File: config.mk
export PLATFORM = sky130hd
export DESIGN_NAME = battery_voltage_to_percent
export DESIGN_NICKNAME = d
export VERILOG_FILES = /design/src/design/bvp_pkg.sv /design/src/design/bvp_front.sv /design/src/design/bvp_queue.sv /design/src/design/bvp_back.sv /design/src/design/battery_voltage_to_percent.sv
export SDC_FILE = /design/constraint.sdc
export NUM_CORES = 1
export LEC_CHECK = 0
export BUFFER_PORTS_ARGS = -buffer_cell sky130_fd_sc_hd__buf_2
export CAP_MARGIN = 0
export CELL_PAD_IN_SITES_DETAIL_PLACEMENT = 0
export CELL_PAD_IN_SITES_GLOBAL_PLACEMENT = 2
export CORE_MARGIN = 2
export CORE_UTILIZATION = 45
export CTS_BUF_LIST = sky130_fd_sc_hd__clkbuf_2
export CTS_CLUSTER_DIAMETER = 100
export DETAILED_ROUTE_END_ITERATION = 10
export PLACE_DENSITY = 0.86
export SYNTH_ARGS = -nofsm -noshare
export SYNTH_HDL_FRONTEND = slang
export SYNTH_SLANG_ARGS = --single-unit
File: constraint.sdc
create_clock -name clk -period 14.9 [get_ports clk]
set_clock_uncertainty 0.15 [all_clocks]
set_input_delay 0 -clock clk [delete_from_list [all_inputs] [get_ports clk]]
set_output_delay 0 -clock clk [all_outputs]
set_load 0.05 [all_outputs]
File: src/design/bvp_pkg.sv
`default_nettype none

package bvp_pkg;

    // Number of breakpoints stored on the discharge curve.
    localparam int STORED_POINTS = 21;
    localparam int CURVE_POINTS_DEF = 21;

    localparam int MV_W = 16;
    localparam int PCT_W = 7;
    localparam int SEG_W = $clog2(STORED_POINTS);
    // The widest segment spans 340 mV, so an offset into any segment fits in 9 bits.
    localparam int DIFF_W = 9;
    localparam int SPAN_W = 9;

    // Every segment covers the same percentage step.
    localparam int PCT_STEP = 5;
    localparam int FRAC_W = $clog2(PCT_STEP);
    localparam int PROD_W = DIFF_W + $clog2(PCT_STEP + 1);

    localparam logic [PCT_W-1:0] PCT_EMPTY = 7'd0;

    // Breakpoints ordered from full to empty.
    localparam logic [MV_W-1:0] KNOT_MV [STORED_POINTS] = '{
        16'd4200, 16'd4150, 16'd4110, 16'd4080, 16'd4020, 16'd3980, 16'd3950,
        16'd3910, 16'd3870, 16'd3850, 16'd3840, 16'd3820, 16'd3800, 16'd3790,
        16'd3770, 16'd3750, 16'd3730, 16'd3710, 16'd3690, 16'd3610, 16'd3270
    };

    localparam logic [PCT_W-1:0] KNOT_PCT [STORED_POINTS] = '{
        7'd100, 7'd95, 7'd90, 7'd85, 7'd80, 7'd75, 7'd70,
        7'd65,  7'd60, 7'd55, 7'd50, 7'd45, 7'd40, 7'd35,
        7'd30,  7'd25, 7'd20, 7'd15, 7'd10, 7'd5,  7'd0
    };

    // Width in mV of the segment that ends at each breakpoint (from the one above).
    localparam logic [SPAN_W-1:0] SEG_SPAN [STORED_POINTS] = '{
        9'd0,  9'd50, 9'd40, 9'd30, 9'd60, 9'd40, 9'd30,
        9'd40, 9'd40, 9'd20, 9'd10, 9'd20, 9'd20, 9'd10,
        9'd20, 9'd20, 9'd20, 9'd20, 9'd20, 9'd80, 9'd340
    };

    typedef enum logic [1:0] {
        CLS_FULL,
        CLS_SEG,
        CLS_ZERO
    } class_t;

    typedef struct packed {
        class_t              cls;
        logic [SEG_W-1:0]    seg;
        logic [DIFF_W-1:0]   diff;
    } item_t;

    localparam int QUEUE_DEPTH = 2;

endpackage

`default_nettype wire

File: src/design/bvp_front.sv
`default_nettype none

module bvp_front #(
    parameter int CURVE_POINTS = bvp_pkg::CURVE_POINTS_DEF
) (
    input  wire logic                   clk,
    input  wire logic                   rst_n,
    input  wire logic                   in_valid,
    output logic                        in_stall,
    input  wire logic [15:0]            millivolts,
    output logic                        item_valid,
    output bvp_pkg::item_t              item,
    input  wire logic                   queue_full
);
    import bvp_pkg::*;

    localparam int USED_POINTS =
        (CURVE_POINTS < STORED_POINTS) ? CURVE_POINTS : STORED_POINTS;

    logic                 valid_reg;
    logic                 valid_next;
    item_t                item_reg;
    item_t                item_next;
    logic                 push;
    logic                 take;
    logic                 hit;
    logic [SEG_W-1:0]     sel;
    logic [MV_W-1:0]      offset;

    assign push     = valid_reg && !queue_full;
    assign in_stall = valid_reg && queue_full;
    assign take     = in_valid && !in_stall;

    // Find the first breakpoint at or below the reading; scanning downward
    // from the bottom lets the topmost match win.
    always_comb
    begin
        hit = 1'b0;
        sel = '0;
        for (int i = STORED_POINTS - 1; i >= 1; i--)
        begin
            if ((i < USED_POINTS) && (millivolts >= KNOT_MV[i]))
            begin
                hit = 1'b1;
                sel = SEG_W'(i);
            end
        end
    end

    assign offset = millivolts - KNOT_MV[sel];

    always_comb
    begin
        item_next      = item_reg;
        item_next.seg  = sel;
        item_next.diff = offset[DIFF_W-1:0];
        if (millivolts >= KNOT_MV[0])
        begin
            item_next.cls = CLS_FULL;
        end
        else if (hit)
        begin
            item_next.cls = CLS_SEG;
        end
        else
        begin
            item_next.cls = CLS_ZERO;
        end
    end

    always_comb
    begin
        valid_next = valid_reg;
        if (take)
        begin
            valid_next = 1'b1;
        end
        else if (push)
        begin
            valid_next = 1'b0;
        end
    end

    always_ff @(posedge clk or negedge rst_n)
    begin
        if (!rst_n)
        begin
            valid_reg <= 1'b0;
        end
        else
        begin
            valid_reg <= valid_next;
        end
    end

    always_ff @(posedge clk)
    begin
        if (take)
        begin
            item_reg <= item_next;
        end
    end

    assign item_valid = valid_reg;
    assign item       = item_reg;

`ifndef SYNTHESIS
    a_seg_in_range: assert property (@(posedge clk) disable iff (!rst_n)
        (valid_reg && item_reg.cls == CLS_SEG) |->
            (item_reg.seg != '0 && 32'(item_reg.seg) < USED_POINTS
             && item_reg.diff < SEG_SPAN[item_reg.seg]))
        else $error("front: segment index or offset out of range");
`endif

endmodule

`default_nettype wire

File: src/design/bvp_queue.sv
`default_nettype none

module bvp_queue (
    input  wire logic           clk,
    input  wire logic           rst_n,
    input  wire logic           push,
    input  wire bvp_pkg::item_t push_item,
    output logic                full,
    input  wire logic           pop,
    output logic                not_empty,
    output bvp_pkg::item_t      head
);
    import bvp_pkg::*;

    localparam int PTR_W = (QUEUE_DEPTH > 1) ? $clog2(QUEUE_DEPTH) : 1;
    localparam int CNT_W = $clog2(QUEUE_DEPTH + 1);

    item_t              slots [QUEUE_DEPTH];
    logic [PTR_W-1:0]   wr_ptr_reg;
    logic [PTR_W-1:0]   wr_ptr_next;
    logic [PTR_W-1:0]   rd_ptr_reg;
    logic [PTR_W-1:0]   rd_ptr_next;
    logic [CNT_W-1:0]   count_reg;
    logic [CNT_W-1:0]   count_next;
    logic               do_push;
    logic               do_pop;

    assign full      = (count_reg == CNT_W'(QUEUE_DEPTH));
    assign not_empty = (count_reg != '0);
    assign do_push   = push && !full;
    assign do_pop    = pop && not_empty;
    assign head      = slots[rd_ptr_reg];

    always_comb
    begin
        wr_ptr_next = wr_ptr_reg;
        rd_ptr_next = rd_ptr_reg;
        count_next  = count_reg;
        if (do_push)
        begin
            wr_ptr_next = (wr_ptr_reg == PTR_W'(QUEUE_DEPTH - 1)) ? '0 : wr_ptr_reg + 1'b1;
        end
        if (do_pop)
        begin
            rd_ptr_next = (rd_ptr_reg == PTR_W'(QUEUE_DEPTH - 1)) ? '0 : rd_ptr_reg + 1'b1;
        end
        if (do_push && !do_pop)
        begin
            count_next = count_reg + 1'b1;
        end
        else if (do_pop && !do_push)
        begin
            count_next = count_reg - 1'b1;
        end
    end

    always_ff @(posedge clk or negedge rst_n)
    begin
        if (!rst_n)
        begin
            wr_ptr_reg <= '0;
            rd_ptr_reg <= '0;
            count_reg  <= '0;
        end
        else
        begin
            wr_ptr_reg <= wr_ptr_next;
            rd_ptr_reg <= rd_ptr_next;
            count_reg  <= count_next;
        end
    end

    always_ff @(posedge clk)
    begin
        if (do_push)
        begin
            slots[wr_ptr_reg] <= push_item;
        end
    end

`ifndef SYNTHESIS
    a_count_bound: assert property (@(posedge clk) disable iff (!rst_n)
        count_reg <= CNT_W'(QUEUE_DEPTH))
        else $error("queue: occupancy above depth");

    a_count_track: assert property (@(posedge clk) disable iff (!rst_n)
        (do_push && !do_pop) |=> (count_reg == $past(count_reg) + 1'b1))
        else $error("queue: push without pop did not raise occupancy");
`endif

endmodule

`default_nettype wire

File: src/design/bvp_back.sv
`default_nettype none

module bvp_back (
    input  wire logic           clk,
    input  wire logic           rst_n,
    input  wire logic           head_valid,
    input  wire bvp_pkg::item_t head,
    output logic                pop,
    output logic                out_valid,
    input  wire logic           out_stall,
    output logic [6:0]          charge_percent
);
    import bvp_pkg::*;

    logic               valid_reg;
    logic               valid_next;
    logic [PCT_W-1:0]   pct_reg;
    logic [PCT_W-1:0]   pct_next;
    logic [PROD_W-1:0]  scaled;
    logic [FRAC_W-1:0]  frac;
    logic [SPAN_W-1:0]  span;

    assign pop  = head_valid && (!valid_reg || !out_stall);
    assign span = SEG_SPAN[head.seg];

    // The quotient step*diff/span is below step, so it is the number of
    // multiples of span that step*diff reaches.
    always_comb
    begin
        scaled = PROD_W'(head.diff) * PROD_W'(PCT_STEP);
        frac   = '0;
        for (int k = 1; k < PCT_STEP; k++)
        begin
            if (scaled >= PROD_W'(span) * PROD_W'(k))
            begin
                frac = frac + 1'b1;
            end
        end
    end

    always_comb
    begin
        case (head.cls)
            CLS_FULL: pct_next = KNOT_PCT[0];
            CLS_SEG:  pct_next = KNOT_PCT[head.seg] + PCT_W'(frac);
            CLS_ZERO: pct_next = PCT_EMPTY;
            default:  pct_next = PCT_EMPTY;
        endcase
    end

    always_comb
    begin
        valid_next = valid_reg;
        if (pop)
        begin
            valid_next = 1'b1;
        end
        else if (!out_stall)
        begin
            valid_next = 1'b0;
        end
    end

    always_ff @(posedge clk or negedge rst_n)
    begin
        if (!rst_n)
        begin
            valid_reg <= 1'b0;
        end
        else
        begin
            valid_reg <= valid_next;
        end
    end

    always_ff @(posedge clk)
    begin
        if (pop)
        begin
            pct_reg <= pct_next;
        end
    end

    assign out_valid      = valid_reg;
    assign charge_percent = pct_reg;

`ifndef SYNTHESIS
    a_pct_bound: assert property (@(posedge clk) disable iff (!rst_n)
        valid_reg |-> (pct_reg <= KNOT_PCT[0]))
        else $error("back: percentage above full scale");
`endif

endmodule

`default_nettype wire

File: src/design/battery_voltage_to_percent.sv
`default_nettype none

// Converts one single-cell LiPo voltage reading (millivolts, unsigned) into a
// whole-percent state of charge using a fixed 21-point discharge curve. A
// reading at or above 4200 mV gives 100, a reading below the lowest breakpoint
// in use gives 0, and anything between is interpolated linearly inside its
// curve segment with the fraction truncated. The block holds no state between
// items. It takes one item per clock cycle while in_stall is low. The
// accepting edge loads the classify register of the front part; from there
// the item moves into the two-entry queue and then into the output register
// of the back part. The queue lets the front keep accepting items while a
// result waits at the output. The input stalls only when both the queue and
// the front register are full. CURVE_POINTS selects how many breakpoints,
// counted from the top, take part; values above the 21 stored points use all
// of them.
module battery_voltage_to_percent #(
    parameter int CURVE_POINTS = bvp_pkg::CURVE_POINTS_DEF
) (
    input  wire logic           clk,
    input  wire logic           rst_n,
    input  wire logic           in_valid,
    output logic                in_stall,
    input  wire logic [15:0]    millivolts,
    output logic                out_valid,
    input  wire logic           out_stall,
    output logic [6:0]          charge_percent
);
    import bvp_pkg::*;

    // Front part to queue: classified item (full, inside a segment, or empty).
    logic   front_valid;
    item_t  front_item;
    logic   queue_full;

    // Queue to back part.
    logic   queue_not_empty;
    item_t  queue_head;
    logic   queue_pop;

    // The front part compares the reading against every breakpoint at once,
    // picks the segment and records the offset into it.
    bvp_front #(
        .CURVE_POINTS (CURVE_POINTS)
    ) u_front (
        .clk        (clk),
        .rst_n      (rst_n),
        .in_valid   (in_valid),
        .in_stall   (in_stall),
        .millivolts (millivolts),
        .item_valid (front_valid),
        .item       (front_item),
        .queue_full (queue_full)
    );

    // A push happens whenever the front holds an item and the queue has room.
    bvp_queue u_queue (
        .clk       (clk),
        .rst_n     (rst_n),
        .push      (front_valid),
        .push_item (front_item),
        .full      (queue_full),
        .pop       (queue_pop),
        .not_empty (queue_not_empty),
        .head      (queue_head)
    );

    // The back part turns the segment offset into a percentage with compares
    // against span multiples and registers the result for the output channel.
    bvp_back u_back (
        .clk            (clk),
        .rst_n          (rst_n),
        .head_valid     (queue_not_empty),
        .head           (queue_head),
        .pop            (queue_pop),
        .out_valid      (out_valid),
        .out_stall      (out_stall),
        .charge_percent (charge_percent)
    );

endmodule

`default_nettype wire
==> results by group <==
Worst setup path
  • Max FO, Critical Path: 20
  • Crit path buf inv count: 2
  • CP most frequent cell: ha_1
  • CP Capture Type: flip-flop
  • Largest delay share family, worst path: compound AO/OA/AOI/OAI gates
  • CP startpoint kind: flip-flop
  • Arrival @ worst endpoint: 7.78 ns
  • WS Path Type: flip-flop to flip-flop
  • Worst path slowest cell: dfrtp_1
  • Delay of the slowest critical-path stage: 0.96 ns
  • Critical Path RT: 15.02 ns

Synthesis
  • Asr flop ratio synth: 0.09836
  • Most frequent cells after synthesis: ha_1 (76), edfxtp_1 (55), inv_1 (43), a21oi_1 (40), nor2_1 (39)
  • Main synth FF type: edfxtp_1
  • Syn avg cell area: 9.593 µm²
  • Yosys warnings: 0
  • Register area share after synthesis: 0.3295
  • Syn nets: 670
  • Netlist Area Pre-Place: 5468 µm²
  • Yosys top cell by area: edfxtp_1
  • Syn Inst Count: 570
  • Number of synthesized flops with an enable pin: 55
  • Main area contributors after synthesis: edfxtp_1 (30%), ha_1 (17%), a21oi_1 (3.7%), xnor2_1 (3.4%), inv_1 (3.0%)
  • Seq cells post-synth: 61
  • Yosys cell types: 69
  • Yosys top cell area share: 0.3021
  • Count leader, synth: ha_1

Hold path
  • HP Class: primary input to flip-flop

CTS
  • Number of CTS-inserted buffers: 9
  • CTS tree: done
  • Clock slew at reported path FFs: 0.18 ns
  • CTS Buffer Depth: 2
  • Hold-fix buffers, CTS: 15
  • Root Driver: clkbuf_2
  • Resized cells post-CTS: 0
  • Worst-Skew Late Latency: 0.49 ns
  • Sink Count: 61
  • Post-CTS Setup Inserts: 0
  • H-tree depth: 3

Timing
  • Worst hold slack: 0.05832 ns
  • Minimum clock period: 7.661 ns
  • Max-slew violations: 0
  • RSZ-0062 raised after global routing: no
  • Final setup fails: 0
  • Fin crit share: 0.5142
  • Actual slew at the worst max-slew pin: 1.037 ns
  • Final WS setup: 7.239 ns
  • Relative slew slack: 0.3026
  • Fmax: 130.5 MHz
  • Setup_tns: 0 ns
  • Fin. Hold Viols: 0

Layout
  • Inserted Diodes: 0
  • Finished Layout Cells: 759
  • Area Growth Syn to Fin: 8.696%
  • Fill cells: 1136
  • Final #Nets: 707
  • Share of cells above drive strength 1: 0.1111
  • Max FFs per register: 32

Place
  • Port Buffers: 28
  • Placer Congestion: 0.8740
  • Dpl ws: 7.267 ns
  • Placed cells: 728
  • Hpwl dp: 9451 µm

Global routing
  • Initial antenna violation count: 0
  • Largest net degree at the start of global routing: 21
  • All-Layer GR Usage: 0.1941
  • Grt ovf: 0
  • Vias in the first global route: 4205
  • Global-route wire length before repair: 20170 µm

Drt
  • Routed Antenna Nets: 0
  • DR vias/cell: 5.727
  • # DRC: 0
  • Router iterations before antenna repair: 4
  • Total vias in the final route: 4347
  • Drt total wl: 12070 µm
  • Initial DRC Count: 202
  • WL/cell: 15.90 µm

Die
  • FP Rows: 40
  • Die W: 114.2 µm
  • IO Pins: 29
  • Starting Density: 0.4590
  • Area of the die: 13050 µm²
  • Die H: 114.2 µm
  • Placeable Area: 11910 µm²

Outcome
  • Status: completed

Flow run
  • MaxCap Viol Count: 0
-- routing by layer --
layer	track usage	vias to the layer above	part of all wire
met5	0	-	0
met4	0.07317	0	0.024
met3	0.02647	21	0.030
met2	0.3472	90	0.50
met1	0.2375	2019	0.44
li1	-	2217	-
-- cell type report --
cell class / count / area, µm² / area share
clock buffers: 9 / 45.04 / 0.007579
clock inverters: 7 / 48.80 / 0.008211
inverters: 43 / 161.4 / 0.02716
multi-input cells: 448 / 3405 / 0.5728
flip-flops and latches: 61 / 1802 / 0.3032
well taps: 147 / 183.9 / 0.03095
repair buffers: 44 / 297.8 / 0.05011
-- logic make-up (layout without fill, tap and decap cells) --
logic type / count (synthesis) / after routing / share of synthesized area
fa+ha+maj: 80 / 80 / 0.1886
flops: 61 / 61 / 0.3295
compound gates: 159 / 159 / 0.1959
xor+xnor: 27 / 27 / 0.04325
simple gates: 160 / 160 / 0.1508
mux: 22 / 22 / 0.04416
buf+inv: 61 / 103 / 0.04782
-- layout by cell type (no fill, tap or decap), types with 7 or more instances in the layout --
cell,instances
a211oi_1,12
a21o_1,11
a21oi_1,40
buf_2,28
clkbuf_2,9
dlygate4sd3_1,15
edfxtp_1,55
ha_1,76
inv_1,43
mux2_2,12
mux2i_1,8
nand2_1,33
nand2b_1,10
nand3_1,8
nor2_1,39
nor2b_1,7
nor3_1,17
o21a_1,7
o21ai_0,31
xnor2_1,21
-- worst paths after layout --
| path | startpoint | to | slack, ns | cells after the start |
|---|---|---|---|---|
| max in group asynchronous | rst_n | u_queue.rd_ptr_reg | 14.09 | 3 |
| min reg2reg | u_front.item[3] | u_queue.slots[0][3] | 0.30 | 0 |
| min in group asynchronous | rst_n | u_back.out_valid | 0.27 | 3 |
| min | millivolts[8] | u_front.item[8] | 0.06 | 4 |
| max | u_queue.rd_ptr_reg | u_back.charge_percent[5] | 7.24 | 26 |
| max reg2reg | u_queue.rd_ptr_reg | u_back.charge_percent[5] | 7.24 | 26 |
-- stage by stage --
stage / cell area [µm²] / utilization
after CTS: 5943 / 0.4990
after detailed placement: 5699 / 0.4785
after floorplan: 5468 / -
final: 5943 / 0.4990
after global placement: 5699 / 0.4785
after global routing: 5943 / 0.4990
-- worst min-delay path: stages --
cell     delay [ns]
buf_2          0.17
inv_1          0.16
xnor2_1        0.11
xnor2_1        0.15
Power is left out: the tool's default activity adds up to more than one toggle a clock period on the data nets, which glitch-free logic cannot reach.
